==> config.mk <==
export PLATFORM = sky130hd
export DESIGN_NAME = text_line_folder_unit
export DESIGN_NICKNAME = d
export VERILOG_FILES = /design/src/rtl/core/tlf_pkg.sv /design/src/rtl/core/tlf_cfg.sv /design/src/rtl/core/tlf_core.sv /design/src/rtl/core/text_line_folder_unit.sv
export SDC_FILE = /design/constraint.sdc
export NUM_CORES = 1
export LEC_CHECK = 0
export ABC_AREA = 1
export BUFFER_PORTS_ARGS = -buffer_cell sky130_fd_sc_hd__clkbuf_2
export CAP_MARGIN = 0
export CORE_MARGIN = 4
export CORE_UTILIZATION = 37
export CTS_BUF_LIST = sky130_fd_sc_hd__clkbuf_2
export CTS_CLUSTER_SIZE = 10
export DETAILED_ROUTE_END_ITERATION = 12
export HOLD_SLACK_MARGIN = 0.15
export PLACE_DENSITY = 0.6
export RECOVER_POWER = 50
export SYNTH_ARGS = -nofsm -noshare
export SYNTH_HDL_FRONTEND = slang
export SYNTH_SLANG_ARGS = --single-unit
==> constraint.sdc <==
create_clock -name i_clk -period 4.8 [get_ports i_clk]
set_input_delay 0.96 -clock i_clk [delete_from_list [all_inputs] [get_ports i_clk]]
set_output_delay 0.96 -clock i_clk [all_outputs]
set_load 0.02 [all_outputs]
==> src/rtl/core/tlf_pkg.sv <==
// ----------------------------------------------------------------------------
// tlf_pkg
// shared constants and types of the text line folder: widths, character
// codes, register indexes and the structs passed between its modules
// ----------------------------------------------------------------------------
`default_nettype none

package tlf_pkg;

    // line buffer geometry
    localparam int MAX_COLUMNS = 32;
    localparam int IDX_W       = $clog2(MAX_COLUMNS);
    localparam int CNT_W       = 6;

    // characters handled specially
    localparam logic [7:0] CH_TAB   = 8'd9;
    localparam logic [7:0] CH_NL    = 8'd10;
    localparam logic [7:0] CH_BLANK = 8'd32;

    // configuration register file
    localparam int          CFG_ADDR_W = 3;
    localparam int          CFG_DATA_W = 32;
    localparam logic        REG_FOLD   = 1'b0;
    localparam logic        REG_TAB    = 1'b1;
    localparam logic [5:0]  FOLD_RESET = 6'd20;
    localparam logic [5:0]  TAB_RESET  = 6'd6;
    localparam logic [5:0]  FOLD_MIN   = 6'd2;
    localparam logic [5:0]  FOLD_MAX   = 6'(MAX_COLUMNS);
    localparam logic [5:0]  TAB_MIN    = 6'd1;

    // effective settings seen by the folding core
    typedef struct packed {
        logic [CNT_W-1:0] fold;
        logic [CNT_W-1:0] tab;
    } t_cfg;

    // one output beat offered by the core
    typedef struct packed {
        logic       valid;
        logic [7:0] data;
        logic       last;
    } t_emit;

endpackage

`default_nettype wire

==> src/rtl/core/tlf_cfg.sv <==
// ----------------------------------------------------------------------------
// tlf_cfg
// apb register file holding fold column and tab width, with the clamping
// of out-of-range values applied on the way to the core
// ----------------------------------------------------------------------------
`default_nettype none

module tlf_cfg (
    input  wire logic                             i_clk,
    input  wire logic                             i_rst_n,
    input  wire logic                             psel,
    input  wire logic                             penable,
    input  wire logic                             pwrite,
    input  wire logic [tlf_pkg::CFG_ADDR_W-1:0]   paddr,
    input  wire logic [tlf_pkg::CFG_DATA_W-1:0]   pwdata,
    output logic      [tlf_pkg::CFG_DATA_W-1:0]   prdata,
    output logic                                  pready,
    output tlf_pkg::t_cfg                         o_cfg
);

    logic [tlf_pkg::CNT_W-1:0] r_fold;
    logic [tlf_pkg::CNT_W-1:0] r_tab;
    logic                      wr_en;
    logic                      reg_sel;

    assign pready  = 1'b1;
    assign wr_en   = psel && penable && pwrite;
    assign reg_sel = paddr[2];

    // register writes
    always_ff @(posedge i_clk) begin
        if (!i_rst_n) begin
            r_fold <= tlf_pkg::FOLD_RESET;
            r_tab  <= tlf_pkg::TAB_RESET;
        end else if (wr_en) begin
            if (reg_sel == tlf_pkg::REG_FOLD) begin
                r_fold <= pwdata[tlf_pkg::CNT_W-1:0];
            end else begin
                r_tab <= pwdata[tlf_pkg::CNT_W-1:0];
            end
        end
    end

    // read back raw values
    always_comb begin
        prdata = '0;
        if (reg_sel == tlf_pkg::REG_FOLD) begin
            prdata[tlf_pkg::CNT_W-1:0] = r_fold;
        end else begin
            prdata[tlf_pkg::CNT_W-1:0] = r_tab;
        end
    end

    // clamp to the usable range
    always_comb begin
        if (r_fold < tlf_pkg::FOLD_MIN) begin
            o_cfg.fold = tlf_pkg::FOLD_MIN;
        end else if (r_fold > tlf_pkg::FOLD_MAX) begin
            o_cfg.fold = tlf_pkg::FOLD_MAX;
        end else begin
            o_cfg.fold = r_fold;
        end
        o_cfg.tab = (r_tab == '0) ? tlf_pkg::TAB_MIN : r_tab;
    end

endmodule

`default_nettype wire

==> src/rtl/core/tlf_core.sv <==
// ----------------------------------------------------------------------------
// tlf_core
// line buffer memory and the sequencer that stores bytes, expands tabs,
// searches for the break blank, emits lines and moves the tail to the front
// ----------------------------------------------------------------------------
`default_nettype none

module tlf_core (
    input  wire logic          i_clk,
    input  wire logic          i_rst_n,
    input  wire logic          i_s_valid,
    output logic               o_s_ready,
    input  wire logic [7:0]    i_s_byte,
    input  wire tlf_pkg::t_cfg i_cfg,
    output tlf_pkg::t_emit     o_emit,
    input  wire logic          i_emit_ready
);

    localparam int CW = tlf_pkg::CNT_W;
    localparam int IW = tlf_pkg::IDX_W;

    localparam logic [3:0] ST_IDLE     = 4'd0;
    localparam logic [3:0] ST_MOD      = 4'd1;
    localparam logic [3:0] ST_TAB      = 4'd2;
    localparam logic [3:0] ST_EMIT_RD  = 4'd3;
    localparam logic [3:0] ST_EMIT_WR  = 4'd4;
    localparam logic [3:0] ST_EMIT_NL  = 4'd5;
    localparam logic [3:0] ST_SRCH_RD  = 4'd6;
    localparam logic [3:0] ST_SRCH_CMP = 4'd7;
    localparam logic [3:0] ST_SHIFT_RD = 4'd8;
    localparam logic [3:0] ST_SHIFT_WR = 4'd9;

    localparam logic [CW-1:0] CNT_TOP = CW'(tlf_pkg::MAX_COLUMNS - 1);

    // line buffer, one write and one registered read port
    logic [7:0]    mem [tlf_pkg::MAX_COLUMNS];
    logic [7:0]    r_rd_data;
    logic          mem_we;
    logic [IW-1:0] mem_wa;
    logic [7:0]    mem_wd;
    logic          mem_re;
    logic [IW-1:0] mem_ra;

    logic [3:0]    r_state, n_state;
    logic [CW-1:0] r_count, n_count;   // committed line fill
    logic [CW-1:0] r_idx,   n_idx;     // write, emit or shift pointer
    logic [CW-1:0] r_ph,    n_ph;      // position within the tab stop
    logic [CW-1:0] r_len,   n_len;     // length of the line being emitted
    logic [CW-1:0] r_cnt,   n_cnt;     // fill at the time of a fold
    logic [IW-1:0] r_b,     n_b;       // blank search position
    logic          r_post,  n_post;    // move the tail after the emit

    logic          s_fire;
    logic [CW-1:0] cnt_in;
    logic [CW-1:0] cnt_inc;
    logic [CW-1:0] idx_inc;
    logic [CW-1:0] ph_inc;
    logic [CW-1:0] rem;
    logic [CW-1:0] src;

    assign o_s_ready = (r_state == ST_IDLE);
    assign s_fire    = i_s_valid && o_s_ready;
    assign cnt_in    = (r_count > CNT_TOP) ? CNT_TOP : r_count;
    assign cnt_inc   = cnt_in + CW'(1);
    assign idx_inc   = r_idx + CW'(1);
    assign ph_inc    = (r_ph + CW'(1) == i_cfg.tab) ? '0 : r_ph + CW'(1);
    assign rem       = r_cnt - r_len;
    assign src       = r_len + r_idx;

    // sequencer
    always_comb begin
        n_state = r_state;
        n_count = r_count;
        n_idx   = r_idx;
        n_ph    = r_ph;
        n_len   = r_len;
        n_cnt   = r_cnt;
        n_b     = r_b;
        n_post  = r_post;
        mem_we  = 1'b0;
        mem_wa  = r_idx[IW-1:0];
        mem_wd  = tlf_pkg::CH_BLANK;
        mem_re  = 1'b0;
        mem_ra  = r_idx[IW-1:0];
        o_emit  = '0;

        case (r_state)
            ST_IDLE: begin
                if (s_fire) begin
                    if (i_s_byte == tlf_pkg::CH_TAB) begin
                        n_idx   = cnt_in;
                        n_ph    = cnt_in;
                        n_state = ST_MOD;
                    end else if (i_s_byte == tlf_pkg::CH_NL) begin
                        n_len   = cnt_in;
                        n_idx   = '0;
                        n_post  = 1'b0;
                        n_state = ST_EMIT_RD;
                    end else begin
                        mem_we = 1'b1;
                        mem_wa = cnt_in[IW-1:0];
                        mem_wd = i_s_byte;
                        if (cnt_inc >= i_cfg.fold) begin
                            n_cnt   = cnt_inc;
                            n_b     = cnt_in[IW-1:0];
                            n_state = ST_SRCH_RD;
                        end else begin
                            n_count = cnt_inc;
                        end
                    end
                end
            end
            // column modulo tab width by repeated subtraction
            ST_MOD: begin
                if (r_ph >= i_cfg.tab) begin
                    n_ph = r_ph - i_cfg.tab;
                end else begin
                    n_state = ST_TAB;
                end
            end
            // one blank per cycle up to the next stop or the fold column
            ST_TAB: begin
                mem_we = 1'b1;
                mem_wa = r_idx[IW-1:0];
                mem_wd = tlf_pkg::CH_BLANK;
                if (idx_inc < i_cfg.fold && ph_inc != '0) begin
                    n_idx = idx_inc;
                    n_ph  = ph_inc;
                end else if (idx_inc >= i_cfg.fold) begin
                    n_len   = idx_inc;
                    n_idx   = '0;
                    n_post  = 1'b0;
                    n_state = ST_EMIT_RD;
                end else begin
                    n_count = idx_inc;
                    n_state = ST_IDLE;
                end
            end
            ST_EMIT_RD: begin
                if (r_idx == r_len) begin
                    n_state = ST_EMIT_NL;
                end else begin
                    mem_re  = 1'b1;
                    mem_ra  = r_idx[IW-1:0];
                    n_state = ST_EMIT_WR;
                end
            end
            ST_EMIT_WR: begin
                o_emit.valid = 1'b1;
                o_emit.data  = r_rd_data;
                if (i_emit_ready) begin
                    n_idx   = idx_inc;
                    n_state = ST_EMIT_RD;
                end
            end
            ST_EMIT_NL: begin
                o_emit.valid = 1'b1;
                o_emit.data  = tlf_pkg::CH_NL;
                o_emit.last  = 1'b1;
                if (i_emit_ready) begin
                    n_idx = '0;
                    if (r_post) begin
                        n_state = ST_SHIFT_RD;
                    end else begin
                        n_count = '0;
                        n_state = ST_IDLE;
                    end
                end
            end
            // walk back from the last filled entry looking for a blank
            ST_SRCH_RD: begin
                if (r_b == '0) begin
                    n_len   = r_cnt;
                    n_idx   = '0;
                    n_post  = 1'b0;
                    n_state = ST_EMIT_RD;
                end else begin
                    mem_re  = 1'b1;
                    mem_ra  = r_b;
                    n_state = ST_SRCH_CMP;
                end
            end
            ST_SRCH_CMP: begin
                if (r_rd_data == tlf_pkg::CH_BLANK) begin
                    n_len   = {1'b0, r_b} + CW'(1);
                    n_idx   = '0;
                    n_post  = 1'b1;
                    n_state = ST_EMIT_RD;
                end else begin
                    n_b     = r_b - IW'(1);
                    n_state = ST_SRCH_RD;
                end
            end
            // move the unbroken tail to the front
            ST_SHIFT_RD: begin
                if (r_idx == rem) begin
                    n_count = rem;
                    n_state = ST_IDLE;
                end else begin
                    mem_re  = 1'b1;
                    mem_ra  = src[IW-1:0];
                    n_state = ST_SHIFT_WR;
                end
            end
            ST_SHIFT_WR: begin
                mem_we  = 1'b1;
                mem_wa  = r_idx[IW-1:0];
                mem_wd  = r_rd_data;
                n_idx   = idx_inc;
                n_state = ST_SHIFT_RD;
            end
            default: begin
                n_state = ST_IDLE;
            end
        endcase
    end

    // control registers
    always_ff @(posedge i_clk) begin
        if (!i_rst_n) begin
            r_state <= ST_IDLE;
            r_count <= '0;
        end else begin
            r_state <= n_state;
            r_count <= n_count;
        end
    end

    // working registers
    always_ff @(posedge i_clk) begin
        r_idx  <= n_idx;
        r_ph   <= n_ph;
        r_len  <= n_len;
        r_cnt  <= n_cnt;
        r_b    <= n_b;
        r_post <= n_post;
    end

    // line buffer access
    always_ff @(posedge i_clk) begin
        if (mem_we) begin
            mem[mem_wa] <= mem_wd;
        end
        if (mem_re) begin
            r_rd_data <= mem[mem_ra];
        end
    end

    // the line fill never reaches the buffer depth between items
    a_count_range: assert property (@(posedge i_clk) disable iff (!i_rst_n)
        r_count <= CNT_TOP)
        else $error("line fill out of range");

    // the closing newline ends the emit and leads only to idle or the tail move
    a_nl_exit: assert property (@(posedge i_clk) disable iff (!i_rst_n)
        (o_emit.valid && o_emit.last && i_emit_ready)
        |=> (r_state == ST_IDLE || r_state == ST_SHIFT_RD))
        else $error("bad state after newline");

    // emit pointer stays within the line being emitted
    a_emit_ptr: assert property (@(posedge i_clk) disable iff (!i_rst_n)
        (r_state == ST_EMIT_RD) |-> (r_idx <= r_len))
        else $error("emit pointer beyond line length");

    // tail move reads only entries that were filled
    a_shift_src: assert property (@(posedge i_clk) disable iff (!i_rst_n)
        (r_state == ST_SHIFT_RD) |-> (r_len + r_idx <= r_cnt))
        else $error("tail move source beyond fill");

endmodule

`default_nettype wire

==> src/rtl/core/text_line_folder_unit.sv <==
// ----------------------------------------------------------------------------
// text_line_folder_unit
// folds a byte stream into lines no longer than the fold column
// ----------------------------------------------------------------------------
// Bytes enter on the s_ stream one beat at a time; folded text leaves on the
// m_ stream, m_tlast marking the final beat caused by one input byte (always
// a newline). fold_column and tab_width are set over the apb port and read
// back raw; the user must set them only while the block is idle, which the
// block itself does not enforce. The sequencer works around the line buffer
// with its one write and one registered read port: an ordinary byte that
// does not fold is stored as it is accepted; a tab first reduces the column
// modulo tab_width by repeated subtraction, then writes one blank per step;
// an emitted line reads and sends each stored byte, then the newline; the
// blank search reads and compares each probed entry, and the tail move
// reads and writes each moved byte. s_tready is low from the accept until
// the item is done. An output register sits between the core and m_; when
// the receiver stalls, the sequencer holds at the pending beat. Reset clears
// the line fill and the state and restores fold 20 and tab width 6; the
// buffer itself needs no clearing and the block is ready right after reset.
// ----------------------------------------------------------------------------
`default_nettype none

module text_line_folder_unit (
    input  wire logic                             i_clk,
    input  wire logic                             i_rst_n,
    // input stream
    input  wire logic                             s_tvalid,
    output logic                                  s_tready,
    input  wire logic [7:0]                       s_tdata,   // [7:0] in_byte
    // output stream
    output logic                                  m_tvalid,
    input  wire logic                             m_tready,
    output logic      [7:0]                       m_tdata,   // [7:0] out_byte
    output logic                                  m_tlast,
    // configuration
    input  wire logic                             psel,
    input  wire logic                             penable,
    input  wire logic                             pwrite,
    input  wire logic [tlf_pkg::CFG_ADDR_W-1:0]   paddr,
    input  wire logic [tlf_pkg::CFG_DATA_W-1:0]   pwdata,
    output logic      [tlf_pkg::CFG_DATA_W-1:0]   prdata,
    output logic                                  pready
);

    tlf_pkg::t_cfg  cfg;
    tlf_pkg::t_emit emit;
    logic           emit_ready;
    logic           r_m_valid;
    logic [7:0]     r_m_data;
    logic           r_m_last;

    tlf_cfg u_cfg (
        .i_clk   (i_clk),
        .i_rst_n (i_rst_n),
        .psel    (psel),
        .penable (penable),
        .pwrite  (pwrite),
        .paddr   (paddr),
        .pwdata  (pwdata),
        .prdata  (prdata),
        .pready  (pready),
        .o_cfg   (cfg)
    );

    tlf_core u_core (
        .i_clk        (i_clk),
        .i_rst_n      (i_rst_n),
        .i_s_valid    (s_tvalid),
        .o_s_ready    (s_tready),
        .i_s_byte     (s_tdata),
        .i_cfg        (cfg),
        .o_emit       (emit),
        .i_emit_ready (emit_ready)
    );

    // output register takes a new beat when empty or being drained
    assign emit_ready = !r_m_valid || m_tready;

    always_ff @(posedge i_clk) begin
        if (!i_rst_n) begin
            r_m_valid <= 1'b0;
        end else if (emit.valid && emit_ready) begin
            r_m_valid <= 1'b1;
        end else if (m_tready) begin
            r_m_valid <= 1'b0;
        end
    end

    always_ff @(posedge i_clk) begin
        if (emit.valid && emit_ready) begin
            r_m_data <= emit.data;
            r_m_last <= emit.last;
        end
    end

    assign m_tvalid = r_m_valid;
    assign m_tdata  = r_m_data;
    assign m_tlast  = r_m_last;

endmodule

`default_nettype wire

=== Word-level counts from Yosys, hierarchy flattened ===
Memory sizes are Yosys's and may differ from the RTL's. A register that Yosys moved wholly into a read port is not among the register bits.
Cells that the tools add are included.

* Add/subtract/negate cells: 8
* Magnitude comparators: 7
* Equality and inequality tests: 38
* Multiplexer cells: 93
* Bitwise logic cells: 3
* Reductions and logical operators: 27

{| class="wikitable"
|+ Operator list
! kind !! count
|-
| 6-bit 2-to-1 mux || 35
|-
| 5-bit 2-to-1 mux || 11
|-
| 6-bit case mux with 4 select lines || 2
|-
| 6-bit case mux with 7 select lines || 1
|-
| 4-bit 2-to-1 mux || 10
|-
| 4-bit case mux with 10 select lines || 1
|-
| 2-bit != test, second input constant || 14
|-
| 8-bit 2-to-1 mux || 3
|-
| 5-bit case mux with 2 select lines || 2
|-
| 1-bit 2-to-1 mux || 19
|-
| 6-bit by 1-bit adder with 6-bit output, second input constant || 3
|-
| 6-bit equality test || 3
|-
| 6-bit greater-or-equal comparator || 3
|-
| 6-bit case mux with 3 select lines || 1
|-
| 9-bit case mux with 2 select lines || 1
|-
| 4-bit by 3-bit equality test with 1-bit output, second input constant || 4
|-
| 8-bit by 4-bit equality test with 1-bit output, second input constant || 2
|-
| 8-bit case mux with 2 select lines || 1
|-
| 8-bit AND reduction || 2
|-
| 2-bit by 1-bit != test with 1-bit output, second input constant || 6
|-
| 6-bit AND reduction || 2
|-
| 6-bit subtractor || 2
|-
| 10-bit AND reduction || 1
|-
| 5-bit AND reduction || 2
|-
| 33 further kinds || 45
|}

* Register bits: 62
* RAM bits: 256
* Input bits: 50
* Output and inout port bits: 44
* Logic and storage cells: 190
* Memories: 1

{| class="wikitable"
|+ Memory list
! memory !! depth !! bits a word !! rd ports !! clocked after Yosys merged registers in !! write ports !! line !! RTL
|-
| u_core.mem || 32 || 8 || 1 || 1 || 1 || tlf_core.sv:36 || <nowiki>logic [7:0] mem [tlf_pkg::MAX_COLUMNS];</nowiki>
|}

=== Depth between registers and ports, before layout ===
* Word-level depth: 9
* Gate-level depth with buffers: 26

=== Cells and area by module ===
From an unflattened synthesis, not the netlist that was laid out.

* Cells, all modules: 1850
* Area, all modules: 16917.5 µm²

{| class="wikitable"
|+ By module, submodules not included
! module !! times used !! cells an instance !! area an instance (µm²)
|-
| tlf_core || 1 || 1692 || 15687.5
|-
| tlf_cfg || 1 || 142 || 908.4
|-
| text_line_folder_unit || 1 || 16 || 321.6
|}

=== Least setup slack after synthesis ===
OpenSTA, ideal clock, no wires.

* Path type: input-to-reg
* Start: input port s_tdata[5]
* End: memory u_core.mem[13][0] (enable)
* Data arrival time: 2.935 ns
* Data required time: 4.430 ns
* Setup slack: 1.495 ns
* Cell stages on the path: 12
* Buffers on the path: 1
* Cell sequence: nor4_1 inv_1 nor4_1 inv_1 nand2_1 inv_1 nand2_2 buf_6 nand2_1 o21ai_0 nand3_1 nor2_1

* Word-level cells in the longest chain between the ends: 7
* Elaborated cells on any way between the ends: 12
* Those cells by class: eq/ne (2); mux (10)

{| class="wikitable"
|+ RTL lines
! item !! line !! RTL
|-
| start, declared || text_line_folder_unit.sv:29 || <nowiki>input wire logic [7:0] s_tdata,</nowiki>
|-
| 8-bit by 4-bit equality test with 1-bit output || tlf_core.sv:94 || <nowiki>end else if (i_s_byte == tlf_pkg::CH_NL) begin</nowiki>
|-
| 1-bit 2-to-1 mux || tlf_core.sv:94 ||
|-
| 1-bit 2-to-1 mux || tlf_core.sv:90 || <nowiki>if (i_s_byte == tlf_pkg::CH_TAB) begin</nowiki>
|-
| 1-bit 2-to-1 mux || tlf_core.sv:89 || <nowiki>if (s_fire) begin</nowiki>
|-
| 1-bit case mux with 2 select lines || tlf_core.sv:87 || <nowiki>case (r_state)</nowiki>
|-
| 1-bit 2-to-1 mux || tlf_core.sv:241 || <nowiki>if (mem_we) begin</nowiki>
|-
| 1-bit 2-to-1 mux (not written as such) || tlf_core.sv:242 || <nowiki>mem[mem_wa] <= mem_wd;</nowiki>
|-
| end, declared || tlf_core.sv:36 ||
|}

Several ways; a longest one is shown, not always the timed one.

=== Worst setup path in the final report ===
* Start: register u_core.r_state[2]
* End: memory u_core.mem[19][3] (enable)

* Word-level cells in the longest chain between the ends: 6
* Elaborated cells on any way between the ends: 11
* Those cells by class: eq/ne (2); mux (6); reduce/logical (3)

{| class="wikitable"
|+ RTL lines
! item !! line !! RTL
|-
| start, declared || tlf_core.sv:44 || <nowiki>logic [3:0] r_state, n_state;</nowiki>
|-
| start signal, assigned || tlf_core.sv:224 || <nowiki>r_state <= n_state;</nowiki>
|-
| 4-bit logical NOT || tlf_core.sv:61, tlf_core.sv:87 ||
|-
| 1-bit logical AND || tlf_core.sv:62 || <nowiki>assign s_fire = i_s_valid && o_s_ready;</nowiki>
|-
| 1-bit 2-to-1 mux || tlf_core.sv:89 ||
|-
| 1-bit case mux with 2 select lines || tlf_core.sv:87 ||
|-
| 1-bit 2-to-1 mux || tlf_core.sv:241 ||
|-
| 1-bit 2-to-1 mux (not written as such) || tlf_core.sv:242 ||
|}

Several ways; a longest one is shown, not always the timed one.

==> flow_summary_export.csv <==
group,metric,value,unit
status,outcome,"finished with violations",
status,violations,"capacitance limit, slew limit",
worst_setup_path,required,5.47,ns
placement,gp_congestion,0.923,
synthesis,async_flop_share,0,%
worst_setup_path,critical_path_peak_fanout,14,
power,p_int,0.00569,W
routing,vias,13000,
worst_setup_path,timing.rr.end,"u_core.mem[19][3]$_DFFE_PP_",
power,power_per_cell_area,562,nW/um2
power,power_switching,0.00462,W
final_layout,drive_gt1_share,11.3,%
clocking,tritoncts,"done",
worst_setup_path,cp_common_cell,"nor2_1",
routing,route.detailed.drc,0,
timing,rsz0062_at_grt,"false",
power,p_sw_share,44.8,%
floorplan,boundaryPins,94,
power,comb_power_share,44.5,%
clocking,ctsResizeCount,0,
final_layout,fin_util,41.2,%
synthesis,yosysSeqAreaShare,57.1,%
job,cap_viol_max_count,7,
worst_setup_path,crit_type,"reg2reg",
final_layout,fill_cells,4472,
synthesis,ys.flop_type,"edfxtp_1",
synthesis,synthCells,1810,
grt,antenna_found_initial,2,
synthesis,synth.area.top_cells,"edfxtp_1 (54%), nand3_1 (9.8%), nand2_1 (8.8%), inv_1 (5.8%), nor2_1 (2.8%)",
synthesis,yosys_warnings,0,
clocking,cts-buffers-inserted,84,
timing,setup-violations-final,0,
worst_setup_path,r2r_cells,9,
final_layout,area_growth,9.47,%
placement,hpwl,28400,um
routing,via_per_inst,5.04,
clocking,cts_max_path_buffers,3,
power,p_leak,7.95,nW
synthesis,postSynthAreaPerCell,9.25,um2
routing,first_iter_violations,1062,
final_layout,seq_area,9560,um2
timing,period_minus_slack,4.12,ns
routing,finalWirelength,43900,um
power,power.total,0.0103,W
clocking,clock-root-buffer,"clkbuf_2",
placement,port_buffers,38,
routing,wire_per_inst,17.0,um
placement,dpl.cell_count,2423,
floorplan,rows,77,
worst_setup_path,startpoint_type,"register",
timing,max_freq,243,MHz
synthesis,synth_edf_count,303,
synthesis,synth_top_area_share,54.3,%
power,power_frac_seq,37.5,%
synthesis,post-synth-top-count-cell,"nand2_1",
worst_hold_path,hold_path_depth,3,
worst_setup_path,cp_slowest_stage_delay,0.79,ns
grt,grt_pass1_vias,12800,
timing,hold_violations,0,
worst_setup_path,crit_chain,"nor2_1 > inv_1 > nor2_1 > inv_1 > nor2_1 > nand2_2 > o21ai_0 > nand2_1 > nor2_1",
grt,grt_max_degree,129,
synthesis,ys_top_cells_by_count,"nand2_1 (393), nand3_1 (329), edfxtp_1 (303), inv_1 (258), nor2_1 (127)",
grt,grt_pass1_wl,68800,um
grt,track_usage,18.0,%
synthesis,ys_types,51,
worst_setup_path,arrival,4.78,ns
power,ir_drop,0.298,mV
synthesis,synth_area,16700,um2
timing,slew_headroom,-21.8,%
clocking,clk_pin_slew,0.10,ns
floorplan,core,44500,um2
floorplan,start_util,37.6,%
final_layout,instances_no_fill,2579,
timing,period_share,85.8,%
worst_setup_path,crit_slowest_cell,"o21ai_0",
clocking,cts_max_level,3,
floorplan,die_area,48700,um2
final_layout,nNetsFinal,2003,
grt,gr-total-overflow,0,
worst_hold_path,min-delay-start,"pwdata[1]",
worst_hold_path,worstHoldEndpoint,"u_cfg.r_fold[1]$_SDFFE_PN0P_",
worst_setup_path,reg2reg_from,"u_core.r_state[2]$_SDFFE_PN0P_",
final_layout,multi_input_area,5710,um2
floorplan,fp.dieW,221,um
routing,ant_nets,0,
power,power_frac_clock,18.0,%
timing,holdWs,0.266,ns
routing,drtPass1Iterations,7,
worst_setup_path,worstSetupEndpointType,"register",
timing,skew,0.102,ns
synthesis,yosys_register_bits,326,
floorplan,die_h,221,um
clocking,clock_sinks,326,
timing,tns,0,ns
clocking,clk_latency,1.04,ns
synthesis,yosysTopAreaCell,"edfxtp_1",
worst_setup_path,reg2reg_setup_slack,0.68,ns
worst_hold_path,hp-class,"in2reg",
timing,slew_viol_final,231,
timing,worst_slew_pin_slew,1.83,ns
## how the worst max path moves through the flow
| stage | start | to | depth (start not counted) |
|---|---|---|---|
| after floorplan | s_tdata[5] | u_core.mem[13][0]$_DFFE_PP_ | 12 |
| after global placement | s_tdata[5] | u_core.mem[19][0]$_DFFE_PP_ | 15 |
| after detailed placement | s_tdata[5] | u_core.mem[14][7]$_DFFE_PP_ | 13 |
| after CTS | u_core.r_len[0]$_DFFE_PP_ | u_core.r_rd_data[7]$_DFFE_PP_ | 20 |
| after global routing | u_core.r_state[2]$_SDFFE_PN0P_ | u_core.mem[19][3]$_DFFE_PP_ | 9 |
| final | u_core.r_state[2]$_SDFFE_PN0P_ | u_core.mem[19][3]$_DFFE_PP_ | 9 |
## timing repair
item / 4_1_cts / 5_1_grt
endpoints found under the hold margin: 0 / 1
hold buffers: 0 / 1
setup buffers: 0 / 0
## layout by cell type, fill, tap and decap left out, types with 3 or more instances in the layout
cell type,synthesis,final
nor4_1,8,8
nand2_4,1,4
o21ai_1,3,3
o21ai_0,60,60
or2_2,3,3
nand3b_1,42,43
xnor2_1,4,4
ha_1,32,32
edfxtp_1,303,303
clkbuf_1,18,25
dfxtp_1,23,23
o211ai_1,5,5
fa_1,3,3
a21oi_1,36,36
nand4_1,9,9
inv_2,7,8
nor2_1,127,129
nand2_2,4,3
conb_1,2,27
o21a_1,3,3
nor3_1,7,7
o2111ai_1,3,3
buf_4,39,42
nand3_1,329,329
clkinv_2,0,5
inv_1,258,258
xor2_1,11,11
o31ai_1,9,9
nand2_1,393,391
clkbuf_2,0,144
clkinv_1,2,24
## per-stage QoR
| step | area [um2] | setup slack, ns |
|---|---|---|
| floorplan | 16800 | 1.49 |
| global placement | 17700 | 0.681 |
| detailed placement | 17700 | 0.643 |
| CTS | 18400 | 0.783 |
| global route | 18300 | 0.405 |
| finish | 18300 | 0.683 |
## sequential cells by signal (all words and copies together) (netlist names)
register,count
u_core.r_b,5
u_core.r_post,1
m_tdata,8
u_core.r_state,4
u_cfg.r_tab,6
u_core.r_idx,6
u_core.r_ph,6
u_core.r_count,6
u_cfg.r_fold,6
m_tlast,1
u_core.r_rd_data,8
u_core.r_cnt,6
u_core.r_len,6
u_core.mem,256
m_tvalid,1
## power by group through the flow
| stage | Sequential [W] | Clock, W | Combinational, W |
|---|---|---|---|
| 3_5_place_dp | 0.00392 | 0 | 0.00460 |
| 3_3_place_gp | 0.00391 | 0 | 0.00454 |
| 2_1_floorplan | 0.00388 | 0 | 0.00325 |
| 4_1_cts | 0.00385 | 0.00193 | 0.00462 |
| 5_1_grt | 0.00389 | 0.00209 | 0.00514 |
| 6_report | 0.00387 | 0.00185 | 0.00458 |
## final cells by class
| type | count | share of cell area, % |
|---|---|---|
| diodes | 2 | 0.0273 |
| clock buffers | 122 | 3.33 |
| clock inverters | 31 | 0.751 |
| inverters | 267 | 5.47 |
| multi-input cells | 1147 | 31.1 |
| flip-flops and latches | 326 | 52.1 |
| well taps | 592 | 4.04 |
| repair buffers | 92 | 3.10 |
## layer usage
layer  vias up  routed length, um  track usage (%)
met2       467              20600             29.7
met3        87               3120             4.34
met4         0               1160             6.32
li1       6301                  -                -
met5         -                  0                0
met1      6137              19100             23.4
## logic make-up (layout without fill, tap and decap cells)
group / count (synthesis) / count (layout) / synth area share, %
and+or+nand+nor: 931 / 931 / 25.0
AOI/OAI and AO/OA: 139 / 139 / 4.89
adders and majority gates: 35 / 35 / 2.75
buffers and inverters: 362 / 512 / 9.49
other: 2 / 29 / 0.0448
xor gates and xnor gates: 15 / 15 / 0.784
DFF: 326 / 326 / 57.1
## worst max-delay path, delay by kind of cell (launching register included)
| family | cells | cell delay [ns] |
|---|---|---|
| flip-flops | 1 | 0.35 |
| AO/OA/AOI/OAI | 1 | 0.79 |
| buffers and inverters | 2 | 0.39 |
| AND/OR/NAND/NOR | 6 | 2.27 |
No activity file was read; power rests on OpenSTA's default activity.
